$ cat config.mk
export PLATFORM = sky130hd
export DESIGN_NAME = lsb_stego_embed_extract
export DESIGN_NICKNAME = d
export VERILOG_FILES = /design/src/hdl/lsbse_pkg.sv /design/src/hdl/lsb_stego_embed_extract.sv
export SDC_FILE = /design/constraint.sdc
export NUM_CORES = 1
export LEC_CHECK = 0
export ABC_CLOCK_PERIOD_IN_PS = 6200
export BUFFER_PORTS_ARGS = -buffer_cell sky130_fd_sc_hd__buf_2
export CAP_MARGIN = 20
export CORE_AREA = 2 2 249 153
export DETAILED_ROUTE_END_ITERATION = 7
export DIE_AREA = 0 0 251 155
export GPL_ROUTABILITY_DRIVEN = 0
export SLEW_MARGIN = 20
export SYNTH_ARGS = -nofsm -noshare
export SYNTH_HDL_FRONTEND = slang
export SYNTH_SLANG_ARGS = --single-unit
export TNS_END_PERCENT = 100
$ cat constraint.sdc
create_clock -name aclk -period 6.2 [get_ports aclk]
set_input_delay 0.31 -clock aclk [delete_from_list [all_inputs] [get_ports aclk]]
set_output_delay 0.31 -clock aclk [all_outputs]
set_load 0.01 [all_outputs]
$ cat src/hdl/lsbse_pkg.sv
// Shared definitions for the LSB steganography embed/extract block.
// Register indexes, address width and field widths. No dependencies.
package lsbse_pkg;

    localparam int ADDR_W     = 4;
    localparam int CFG_DATA_W = 32;
    localparam int BUF_W      = 16;
    localparam int CNT_W      = 5;
    localparam int LEN_W      = 32;
    localparam int K_W        = 4;

    localparam logic [1:0] REG_MODE_SEL = 2'd0;
    localparam logic [1:0] REG_BITS_PER = 2'd1;
    localparam logic [1:0] REG_PAY_LEN  = 2'd2;

    localparam logic MODE_EMBED   = 1'b0;
    localparam logic MODE_EXTRACT = 1'b1;

    localparam logic CMD_SECRET = 1'b0;
    localparam logic CMD_COVER  = 1'b1;

    localparam logic [K_W-1:0] K_MIN = 4'd1;
    localparam logic [K_W-1:0] K_MAX = 4'd8;

endpackage

$ cat src/hdl/lsb_stego_embed_extract.sv
// LSB steganography embed/extract over a stream of cover channel bytes.
// Top level and only module; depends on lsbse_pkg.
//
// For each accepted word the bit buffer, its fill count and the byte
// counter update at the accept edge, and any result word is loaded into
// the output register the same edge, so one word per clock is
// sustained while m_tready stays high. The input side stalls only when the
// output register is full and not being drained. In embed mode, secret pushes
// (tuser = 0) give no result and each cover byte gives one; in extract mode a
// result comes for each completed secret byte. Any register write restarts
// the stream and should be done while the block is idle.
module lsb_stego_embed_extract
    import lsbse_pkg::*;
(
    input  logic                  aclk,
    input  logic                  aresetn,
    // tdata: data_in[7:0]
    input  logic [7:0]            s_tdata,
    // tuser: cmd[0]
    input  logic [0:0]            s_tuser,
    input  logic                  s_tvalid,
    output logic                  s_tready,
    // tdata: data_out[7:0], need_secret[8], underrun[9], done_res[10], zeros above
    output logic [15:0]           m_tdata,
    output logic                  m_tvalid,
    input  logic                  m_tready,
    input  logic                  psel,
    input  logic                  penable,
    input  logic                  pwrite,
    input  logic [ADDR_W-1:0]     paddr,
    input  logic [CFG_DATA_W-1:0] pwdata,
    output logic [CFG_DATA_W-1:0] prdata,
    output logic                  pready
);

    logic             mode_reg, mode_next;
    logic [K_W-1:0]   bpc_reg, bpc_next;
    logic [LEN_W-1:0] plen_reg, plen_next;
    logic [BUF_W-1:0] buf_reg, buf_next;
    logic [CNT_W-1:0] cnt_reg, cnt_next;
    logic [LEN_W-1:0] bcnt_reg, bcnt_next;

    logic       m_valid_reg, m_valid_next;
    logic [7:0] m_data_reg, m_data_next;
    logic       m_need_reg, m_need_next;
    logic       m_under_reg, m_under_next;
    logic       m_done_reg, m_done_next;

    logic       accept;
    logic       cfg_wr;
    logic [1:0] cfg_idx;

    assign pready   = 1'b1;
    assign cfg_idx  = paddr[3:2];
    assign cfg_wr   = psel && penable && pwrite && pready;
    assign s_tready = !m_valid_reg || m_tready;
    assign accept   = s_tvalid && s_tready;
    assign m_tvalid = m_valid_reg;
    assign m_tdata  = {5'd0, m_done_reg, m_under_reg, m_need_reg, m_data_reg};

    always_comb begin
        case (cfg_idx)
            REG_MODE_SEL: prdata = {31'd0, mode_reg};
            REG_BITS_PER: prdata = {28'd0, bpc_reg};
            REG_PAY_LEN:  prdata = plen_reg;
            default:      prdata = '0;
        endcase
    end

    always_comb begin
        logic [K_W-1:0]   k;
        logic [7:0]       kmask;
        logic             all_pushed;
        logic [3:0]       n;
        logic [3:0]       sh;
        logic [7:0]       nmask;
        logic [7:0]       chunk;
        logic [2:0]       pos;
        logic [7:0]       res;
        logic [CNT_W-1:0] cnt_e;
        logic [CNT_W-1:0] cnt_b;
        logic [BUF_W-1:0] buf_b;
        logic [BUF_W-1:0] ext_buf;
        logic [CNT_W-1:0] ext_cnt;
        logic [CNT_W-1:0] ext_rem;

        // Out-of-range K values clamp to the nearest legal one.
        if (bpc_reg < K_MIN) begin
            k = K_MIN;
        end else if (bpc_reg > K_MAX) begin
            k = K_MAX;
        end else begin
            k = bpc_reg;
        end
        kmask      = 8'((9'd1 << k) - 9'd1);
        all_pushed = bcnt_reg >= plen_reg;

        // Embed: take up to K of the oldest buffered bits.
        n     = (cnt_reg < {1'b0, k}) ? cnt_reg[3:0] : k;
        sh    = 4'(cnt_reg - {1'b0, n});
        nmask = 8'((9'd1 << n) - 9'd1);
        chunk = 8'(buf_reg >> sh) & nmask;
        pos   = 3'(k - n);
        res   = (s_tdata & ~(nmask << pos)) | (chunk << pos);
        cnt_e = cnt_reg - {1'b0, n};

        // Extract: append K low bits, emit when a byte is complete.
        cnt_b   = (cnt_reg > 5'd7) ? '0 : cnt_reg;
        buf_b   = (cnt_reg > 5'd7) ? '0 : buf_reg;
        ext_buf = (buf_b << k) | {8'd0, s_tdata & kmask};
        ext_cnt = cnt_b + {1'b0, k};
        ext_rem = ext_cnt - 5'd8;

        mode_next = mode_reg;
        bpc_next  = bpc_reg;
        plen_next = plen_reg;
        buf_next  = buf_reg;
        cnt_next  = cnt_reg;
        bcnt_next = bcnt_reg;

        m_valid_next = m_valid_reg && !m_tready;
        m_data_next  = m_data_reg;
        m_need_next  = m_need_reg;
        m_under_next = m_under_reg;
        m_done_next  = m_done_reg;

        if (cfg_wr && cfg_idx inside {REG_MODE_SEL, REG_BITS_PER, REG_PAY_LEN}) begin
            case (cfg_idx)
                REG_MODE_SEL: mode_next = pwdata[0];
                REG_BITS_PER: bpc_next  = pwdata[K_W-1:0];
                REG_PAY_LEN:  plen_next = pwdata;
                default:      ;
            endcase
            buf_next  = '0;
            cnt_next  = '0;
            bcnt_next = '0;
        end else if (accept) begin
            if (mode_reg == MODE_EMBED) begin
                if (s_tuser[0] == CMD_SECRET) begin
                    if (!all_pushed && cnt_reg <= 5'd8) begin
                        buf_next  = {buf_reg[7:0], s_tdata};
                        cnt_next  = cnt_reg + 5'd8;
                        bcnt_next = bcnt_reg + 32'd1;
                    end
                end else begin
                    m_valid_next = 1'b1;
                    m_data_next  = s_tdata;
                    m_under_next = 1'b0;
                    if (!all_pushed && cnt_reg < {1'b0, k}) begin
                        // Not enough secret bits yet: pass through and flag it.
                        m_under_next = 1'b1;
                    end else if (cnt_reg != '0) begin
                        m_data_next = res;
                        cnt_next    = cnt_e;
                        buf_next    = buf_reg & 16'((17'd1 << cnt_e) - 17'd1);
                    end
                    m_need_next = (cnt_next < {1'b0, k}) && !all_pushed;
                    m_done_next = all_pushed && (cnt_next == '0);
                end
            end else if (s_tuser[0] == CMD_COVER && !all_pushed) begin
                buf_next = ext_buf;
                cnt_next = ext_cnt;
                if (ext_cnt >= 5'd8) begin
                    m_valid_next = 1'b1;
                    m_data_next  = 8'(ext_buf >> ext_rem[3:0]);
                    m_need_next  = 1'b0;
                    m_under_next = 1'b0;
                    m_done_next  = (bcnt_reg + 32'd1) >= plen_reg;
                    cnt_next     = ext_rem;
                    buf_next     = ext_buf & 16'((17'd1 << ext_rem) - 17'd1);
                    bcnt_next    = bcnt_reg + 32'd1;
                end
            end
        end
    end

    always_ff @(posedge aclk) begin
        if (!aresetn) begin
            mode_reg    <= MODE_EMBED;
            bpc_reg     <= K_MIN;
            plen_reg    <= '0;
            buf_reg     <= '0;
            cnt_reg     <= '0;
            bcnt_reg    <= '0;
            m_valid_reg <= 1'b0;
        end else begin
            mode_reg    <= mode_next;
            bpc_reg     <= bpc_next;
            plen_reg    <= plen_next;
            buf_reg     <= buf_next;
            cnt_reg     <= cnt_next;
            bcnt_reg    <= bcnt_next;
            m_valid_reg <= m_valid_next;
        end
    end

    always_ff @(posedge aclk) begin
        m_data_reg  <= m_data_next;
        m_need_reg  <= m_need_next;
        m_under_reg <= m_under_next;
        m_done_reg  <= m_done_next;
    end

    // The buffer never holds more than two secret bytes.
    assert property (@(posedge aclk) disable iff (!aresetn) cnt_reg <= 5'd16)
        else $error("bit count exceeds buffer size");

    // The byte counter stops at the payload length.
    assert property (@(posedge aclk) disable iff (!aresetn) bcnt_reg <= plen_reg)
        else $error("byte counter passed payload length");

    // In extract mode a completed byte always leaves the buffer right away.
    assert property (@(posedge aclk) disable iff (!aresetn)
        mode_reg == MODE_EXTRACT |-> cnt_reg < 5'd8)
        else $error("extract buffer kept a full byte");

    // An underrun means secret bytes remain, so the payload cannot be done.
    assert property (@(posedge aclk) disable iff (!aresetn)
        m_valid_reg && m_under_reg |-> !m_done_reg)
        else $error("underrun reported together with done");

endmodule
==> insert_results.sql, run 1 <==
INSERT INTO impl_metrics (metric_group, metric, value, unit) VALUES
('setup_path', 'critical-path-slowest-cell', 'sky130_fd_sc_hd__xnor2_1', ''),
('drt', 'top_signal_layer_used', 'met4', ''),
('floorplan', 'cell_row_count', '55', ''),
('finish', 'num-fill-cells', '3960', ''),
('yosys', 'number_of_enable_flip_flop_cells_after_synthesis', '11', ''),
('clock_network', 'cts.path.max_buffers', '2', ''),
('placed_design', 'detailedPlace.worstSlack', '411', 'ps'),
('drt', 'routed-wl-met3', '3.81', 'mm'),
('setup_path', 'setup.worst_path.start_class', 'register', ''),
('pwr', 'power', '2.35', 'mW'),
('timing', 'report.final.setup_viol', '0', ''),
('drt', 'drt-wirelength-per-cell', '18.6', 'microns'),
('placed_design', 'postPlaceCellArea', '11800', 'sq um'),
('floorplan', 'core_area', '36900', 'sq um'),
('floorplan', 'die_w', '251', 'microns'),
('finish', 'multi_input_comb_area', '8030', 'sq um'),
('timing', 'timing_max_transition_violations_final', '0', ''),
('setup_path', 'critPathTopFamily', 'simple AND/OR/NAND/NOR gates', ''),
('drt', 'vias_per_cell', '5.68', ''),
('drt', 'met2RoutedLength', '14.4', 'mm'),
('timing', 'worst_clock_skew_on_the_final_layout', '14.5', 'ps'),
('drt', 'detailedRoute.firstIterationViolations', '1248', ''),
('setup_path', 'worstSetupPathType', 'reg -> reg', ''),
('floorplan', 'floorplan.die.height', '155', 'microns'),
('grt', 'grt_first_pass_wirelength', '58.0', 'mm'),
('clock_network', 'clock-root-buffer', 'sky130_fd_sc_hd__clkbuf_16', ''),
('finish', 'antennaDiodeCount', '0', ''),
('pwr', 'power.static_leakage', '4.74', 'nW'),
('clock_network', 'cts_setup_buffers', '0', ''),
('yosys', 'postSynth.asyncResetShare', '0', '%'),
('finish', 'layout-drive-gt1-share', '12.8', '%'),
('clock_network', 'cts_hold_buf', '0', ''),
('finish', 'finish.net_count', '1655', ''),
('timing', 'finalCriticalPeriod', '5790', 'ps'),
('clock_network', 'worst_skew_pair.late_latency', '370', 'ps'),
('drt', 'final_wl', '37.2', 'mm'),
('grt', 'grt-ovfl-total', '0', ''),
('finish', 'syn_to_final_growth', '10.9', '%'),
('grt', 'first_global_vias', '10200', ''),
('yosys', 'yosysWarnings', '0', ''),
('clock_network', 'cts.sinks', '102', ''),
('drt', 'antenna_violating_nets_post_route', '0', ''),
('pwr', 'power.ir.vdd_worst', '0.181', 'mV'),
('yosys', 'ys_types', '86', ''),
('floorplan', 'start_util', '29.5', '%'),
('status', 'run_status', 'finished, final reports clean', ''),
('setup_path', 'cp_num_buf_inv', '3', ''),
('setup_path', 'timing.critical_path.depth', '23', ''),
('yosys', 'yosysSeqAreaShare', '19.8', '%'),
('drt', 'detail_route.first_pass.iterations', '6', ''),
('yosys', 'most_used_flip_flop_cell_after_synthesis', 'sky130_fd_sc_hd__dfxtp_1', ''),
('setup_path', 'timing.critical_path.arrival', '6070', 'ps'),
('timing', 'worst_slack', '413', 'ps'),
('grt', 'grt_use_total', '18.7', '%'),
('yosys', 'post_syn_instances', '1480', ''),
('worst_hold_path', 'timing.hold.worst.class', 'in -> reg', ''),
('setup_path', 'critPathMaxStageDelay', '460', 'ps'),
('timing', 'final_hold_viol_count', '0', ''),
('clock_network', 'cts_tree', 'yes', ''),
('grt', 'grt_start_max_net_pins', '54', ''),
('timing', 'fmax', '173', 'MHz'),
('timing', 'worst_hold_slack', '193', 'ps'),
('finish', 'finalInstanceArea', '12100', 'sq um'),
('grt', 'antenna_found_initial', '0', ''),
('placed_design', 'dp_hpwl', '28.6', 'mm'),
('timing', 'slew-limit-headroom', '21.3', '%'),
('setup_path', 'timing.critical_path.cells', 'clkinv_1 -> nor2_2 -> inv_1 -> ha_1 -> a211oi_1 -> nand2_1 -> nor3_1 -> nor2_1 -> ha_1 -> inv_1 -> a2111oi_0 -> a2111o_1 -> a21oi_1 -> xnor2_1 -> nand2_1 -> nor2_1 -> nand2_1 -> ha_1 -> nand2b_1 -> o21ai_0 -> a32o_1 -> a211oi_1 -> nor3_1', ''),
('floorplan', 'dieArea', '38900', 'sq um'),
('floorplan', 'boundaryPins', '103', ''),
('clock_network', 'clk_transition_reported_paths', '70', 'ps'),
('drt', 'route.vias.total', '11400', '');
final timing paths:
| check | slack [ps] | end | from |
|---|---|---|---|
| worst max-delay path | 410 | buf_reg[6] | bpc_reg[2] |
| worst max register to register | 410 | buf_reg[6] | bpc_reg[2] |
| worst min register to register | 480 | plen_reg[4] | plen_reg[4] |
| worst min-delay path | 190 | plen_reg[17] | pwdata[17] |
final cells by class:
cell class	instances	share of cell area, %
sequential	102	17.9
multi-input combinational	1201	66.6
timing repair buffer	128	6.01
clock buffer	12	2.13
tap	484	5.02
clock inverter	3	0.156
inverter	73	2.27
routing by layer:
metal / GRT usage [%] / vias up
met1: 28.9 / 5394
met2: 25.1 / 521
met4: 3.71 / 0
met3: 5.24 / 34
li1: - / 5424
met5: 0 / -
cells in the mapped netlist, drive strengths merged, types with 7 or more instances:
cell type | count | share of area, %
a211oi | 24 | 1.7
and3 | 12 | 0.69
o21ai | 104 | 4.8
o31ai | 13 | 0.99
a21o | 21 | 1.4
mux2 | 13 | 1.3
or3 | 19 | 1.1
a21oi | 98 | 4.5
o221ai | 7 | 0.56
xor2 | 26 | 2.1
nand3 | 47 | 2.2
a31oi | 16 | 0.92
nor2 | 122 | 4.3
ha | 87 | 10
nand2 | 194 | 6.7
inv | 69 | 2.4
edfxtp | 11 | 3.0
xnor2 | 35 | 2.9
and2 | 38 | 2.2
o21a | 11 | 0.76
clkbuf | 83 | 2.9
nand2b | 8 | 0.46
a2111oi | 10 | 0.98
a21boi | 34 | 2.3
mux2i | 44 | 4.0
a32oi | 7 | 0.56
mux4 | 9 | 1.9
dfxtp | 91 | 17
nor3 | 32 | 1.5
o211ai | 14 | 0.97
buf | 26 | 1.6
nor2b | 19 | 1.1
a221oi | 8 | 0.64
nand4 | 19 | 1.1
cell families after synthesis:
family,synth area share (%)
AND/OR/NAND/NOR,23.5
AO/OA/AOI/OAI,27.2
buffers and inverters,6.99
flip-flops,19.8
adder cells (fa/ha/maj),10.2
multiplexers,7.25
XOR/XNOR,4.98
other,0.0690
where the power goes:
part	internal, mW	switching, mW	leakage (nW)
combinational	0.364	0.709	3.76
sequential	0.687	0.0170	0.839
clock	0.293	0.276	0.139
through the flow:
step / util, % / instances
detailed placement: 31.9 / 1988
finish: 32.7 / 2003
CTS: 32.7 / 2003
global placement: 31.9 / 1988
global route: 32.7 / 2003
floorplan: - / 1485
layout by cell type, fill, tap and decap left out, types with 16 or more instances in the layout:
cell                       count
sky130_fd_sc_hd__or3_1        19
sky130_fd_sc_hd__dfxtp_1      89
sky130_fd_sc_hd__xnor2_1      34
sky130_fd_sc_hd__xor2_1       26
sky130_fd_sc_hd__buf_2        94
sky130_fd_sc_hd__a211oi_1     23
sky130_fd_sc_hd__a31oi_1      16
sky130_fd_sc_hd__nor3_1       30
sky130_fd_sc_hd__o21ai_0      99
sky130_fd_sc_hd__and2_1       36
sky130_fd_sc_hd__a21oi_1      98
sky130_fd_sc_hd__nand2_1     194
sky130_fd_sc_hd__buf_4        34
sky130_fd_sc_hd__ha_1         87
sky130_fd_sc_hd__nand4_1      19
sky130_fd_sc_hd__nand3_1      47
sky130_fd_sc_hd__a21boi_0     34
sky130_fd_sc_hd__a21o_1       21
sky130_fd_sc_hd__mux2i_1      44
sky130_fd_sc_hd__nor2_1      119
sky130_fd_sc_hd__nor2b_1      18
sky130_fd_sc_hd__inv_1        67
tightest hold or removal path, cell delays in order:
cell,delay (ps)
sky130_fd_sc_hd__buf_2,100
sky130_fd_sc_hd__nand2_1,40
sky130_fd_sc_hd__a21boi_0,60
No activity file was read; power rests on OpenSTA's default activity.
==> inputs of run 2 (changes only) <==
- ABC_CLOCK_PERIOD_IN_PS: 6200 -> 4930
- clock period: 6.2 -> 4.93 ns (I/O delays scaled with it)
==> run 2 against run 1 <==
The run now ends with design-rule violations left. Cell count up 2.6%. Global-route usage increased by 1.3 points. Wire length up 7.0%. Sequential share of layout area down 0.76 points. Maximum frequency is 22% higher. First-iteration DRC count rose by 25%. Total power rose by 37%. Utilization up 1.5 points. Sequential power grew 26%. Clock skew about the same. Critical endpoint is now m_data_reg[5]. Highest routed layer is now met5.
==> insert_results.sql, run 2 (synthesis gave the netlist of run 1 again) <==
INSERT INTO impl_metrics (metric_group, metric, value, unit) VALUES
('finish', 'syn_to_final_growth', '16.0', '%'),
('clock_network', 'cts_tree', 'yes', ''),
('finish', 'finish.net_count', '1704', ''),
('setup_path', 'timing.critical_path.arrival', '4930', 'ps'),
('setup_path', 'critPathMaxStageDelay', '450', 'ps'),
('finish', 'final_core_util', '34.2', '%'),
('grt', 'first_global_vias', '10300', ''),
('grt', 'antenna_found_initial', '4', ''),
('finish', 'layout-drive-gt1-share', '17.8', '%'),
('drt', 'detailedRoute.firstIterationViolations', '1562', ''),
('worst_hold_path', 'timing.hold.worst.class', 'in -> reg', ''),
('setup_path', 'critical-path-top-cell-by-count', 'sky130_fd_sc_hd__inv_1', ''),
('grt', 'grt-ovfl-total', '0', ''),
('pwr', 'power.internal', '1.79', 'mW'),
('setup_path', 'number_of_cell_instances_on_the_worst_register_to_register_path', '18', ''),
('floorplan', 'core_area', '36900', 'sq um'),
('pwr', 'sw_share', '44.1', '%'),
('grt', 'grt_first_pass_wirelength', '60.8', 'mm'),
('floorplan', 'cell_row_count', '55', ''),
('pwr', 'power.ir.vdd_worst', '0.176', 'mV'),
('setup_path', 'setup.worst_path.start_class', 'register', ''),
('setup_path', 'rrSetupSlack', '190', 'ps'),
('clock_network', 'cts.path.max_buffers', '2', ''),
('status', 'run_status', 'finished, violations left', ''),
('grt', 'grt_use_total', '20.0', '%'),
('status', 'failing_checks', 'design-rule violations', ''),
('drt', 'antenna_violating_nets_post_route', '0', ''),
('timing', 'slew-limit-headroom', '35.8', '%'),
('timing', 'setup_repair_after_global_routing_missed_its_margin', 'yes', ''),
('setup_path', 'cp_max_fo', '15', ''),
('setup_path', 'timing.critical_path.cells', 'inv_1 -> ha_2 -> a211o_1 -> o32ai_4 -> o21ai_2 -> inv_1 -> ha_1 -> inv_1 -> ha_1 -> buf_4 -> buf_4 -> nand3_1 -> o2111a_1 -> nor3_1 -> nor2_1 -> o22a_1 -> or4_1 -> a32oi_1', ''),
('clock_network', 'cts-buffers-inserted', '9', ''),
('clock_network', 'cts.sinks', '102', ''),
('setup_path', 'worstSetupPathType', 'reg -> reg', ''),
('pwr', 'switchingPower', '1.41', 'mW'),
('timing', 'final.period_utilization', '96.1', '%'),
('placed_design', 'detailedPlace.worstSlack', '-58.2', 'ps'),
('drt', 'drt-wirelength-per-cell', '19.4', 'microns'),
('timing', 'worst_slack', '191', 'ps'),
('floorplan', 'die_w', '251', 'microns'),
('drt', 'final_wl', '39.8', 'mm'),
('drt', 'detail_route.first_pass.iterations', '8', ''),
('timing', 'final_hold_viol_count', '0', ''),
('pwr', 'seq_power_share', '27.6', '%'),
('drt', 'vias_per_cell', '5.66', ''),
('timing', 'report.final.setup_viol', '0', ''),
('finish', 'mostFrequentLayoutCell', 'sky130_fd_sc_hd__nand2_1', ''),
('setup_path', 'reg2reg_to', 'm_data_reg[5]', ''),
('floorplan', 'boundaryPins', '103', ''),
('finish', 'num-fill-cells', '3867', ''),
('timing', 'fmax', '211', 'MHz'),
('drt', 'route.vias.total', '11600', ''),
('flow_run', 'max_cap_violations', '0', ''),
('grt', 'grt_start_max_net_pins', '54', ''),
('setup_path', 'worst_ep_required_time', '5120', 'ps'),
('clock_network', 'cts_hold_buf', '0', ''),
('timing', 'timing_max_transition_violations_final', '0', ''),
('setup_path', 'timing.critical_path.to_type', 'register', ''),
('placed_design', 'dp_hpwl', '31.2', 'mm'),
('pwr', 'power.static_leakage', '5.00', 'nW'),
('timing', 'finalCriticalPeriod', '4740', 'ps'),
('placed_design', 'port_buffers', '94', ''),
('timing', 'worst_clock_skew_on_the_final_layout', '15.0', 'ps'),
('pwr', 'part_of_the_power_in_the_clock_network', '23.5', '%'),
('setup_path', 'critical-path-slowest-cell', 'sky130_fd_sc_hd__ha_1', ''),
('pwr', 'combinationalPowerShare', '48.9', '%'),
('timing', 'worst-slew-pin-transition', '957', 'ps'),
('setup_path', 'timing.critical_path.from', 'bpc_reg[3]', ''),
('pwr', 'power', '3.21', 'mW'),
('drt', 'drt_drc_violations_left', '1', ''),
('pwr', 'power.density', '254', 'nW/um^2'),
('clock_network', 'clk_transition_reported_paths', '80', 'ps'),
('clock_network', 'cts.htree.levels', '3', ''),
('setup_path', 'cp-endpoint', 'm_data_reg[5]', ''),
('floorplan', 'dieArea', '38900', 'sq um'),
('clock_network', 'worst_skew_pair.late_latency', '390', 'ps'),
('finish', 'most-common-layout-cells', 'sky130_fd_sc_hd__nand2_1 (193), sky130_fd_sc_hd__nor2_1 (115), sky130_fd_sc_hd__o21ai_0 (96), sky130_fd_sc_hd__a21oi_1 (94), sky130_fd_sc_hd__buf_2 (94)', ''),
('clock_network', 'clock-root-buffer', 'sky130_fd_sc_hd__clkbuf_16', ''),
('floorplan', 'floorplan.die.height', '155', 'microns'),
('floorplan', 'start_util', '29.5', '%'),
('setup_path', 'rr_startpoint', 'bpc_reg[3]', '');
[run 2: cell types whose count changed in the layout (fill, tap and decap cells not counted), moves of 4 or more]
cell                      delta
sky130_fd_sc_hd__ha_2        +4
sky130_fd_sc_hd__a21oi_2     +4
sky130_fd_sc_hd__ha_1        -4
sky130_fd_sc_hd__nor2_1      -4
sky130_fd_sc_hd__a21oi_1     -4
sky130_fd_sc_hd__buf_4      +48
[run 2: power by group through the flow]
| stage | Combinational [mW] | Sequential, mW | Clock, mW |
|---|---|---|---|
| after floorplan | 0.954 | 0.897 | 0 |
| after global placement | 1.42 | 0.903 | 0 |
| after detailed placement | 1.43 | 0.904 | 0 |
| after CTS | 1.44 | 0.884 | 0.766 |
| after global routing | 1.68 | 0.888 | 0.798 |
| final | 1.57 | 0.886 | 0.753 |
[run 2: critical path, delay by kind of cell, from the launching register on]
| family | cells | cell delay, ps |
|---|---|---|
| AOI/OAI and AO/OA | 6 | 1490 |
| buffers and inverters | 5 | 720 |
| adders and majority gates | 3 | 970 |
| DFF | 1 | 390 |
| and+or+nand+nor | 4 | 960 |
[run 2: area by class of cell]
type / count / area, sq um / area share [%]
timing repair buffer: 177 / 1100 / 8.69
clock buffer: 10 / 229 / 1.81
clock inverter: 6 / 55.1 / 0.436
tap: 484 / 606 / 4.80
sequential: 102 / 2160 / 17.1
inverter: 73 / 274 / 2.17
multi-input combinational: 1201 / 8200 / 65.0
antenna: 2 / 5.00 / 0.0396
[run 2: how the worst min path moves through the flow]
stage                 start  cells after the start            to
2_1_floorplan     pwdata[0]                      2    bpc_reg[0]
3_3_place_gp   plen_reg[28]                      2  plen_reg[28]
3_5_place_dp   plen_reg[17]                      2  plen_reg[17]
4_1_cts          pwdata[31]                      3  plen_reg[31]
5_1_grt           pwdata[9]                      3   plen_reg[9]
6_report         pwdata[10]                      3  plen_reg[10]
[run 2: per-stage QoR]
step                      hold WS, ps  setup TNS (ps)  area (sq um)  instances
after floorplan                   375               0         10900       1485
after global placement            468               0         12100       2034
after detailed placement          469            -107         12100       2034
after CTS                        94.3               0         12400       2051
after global routing             92.3           -67.1         12600       2054
final                             105               0         12600       2055
[run 2: timing repair]
| action | in CTS | in global routing |
|---|---|---|
| endpoints found under the hold margin | 0 | 0 |
| buffers inserted | 1 | 2 |
| pin swaps | 1 | 4 |
| resized for setup | 3 | 40 |
| setup endpoints to repair | 5 | 17 |
[run 2: layer usage]
layer | wire, microns | up-vias | track usage [%]
met4 | 717 | 2 | 4.34
met1 | 19500 | 5387 | 31.7
met2 | 14100 | 667 | 23.9
met3 | 5490 | 57 | 7.83
met5 | 13 | - | 0
li1 | - | 5526 | -
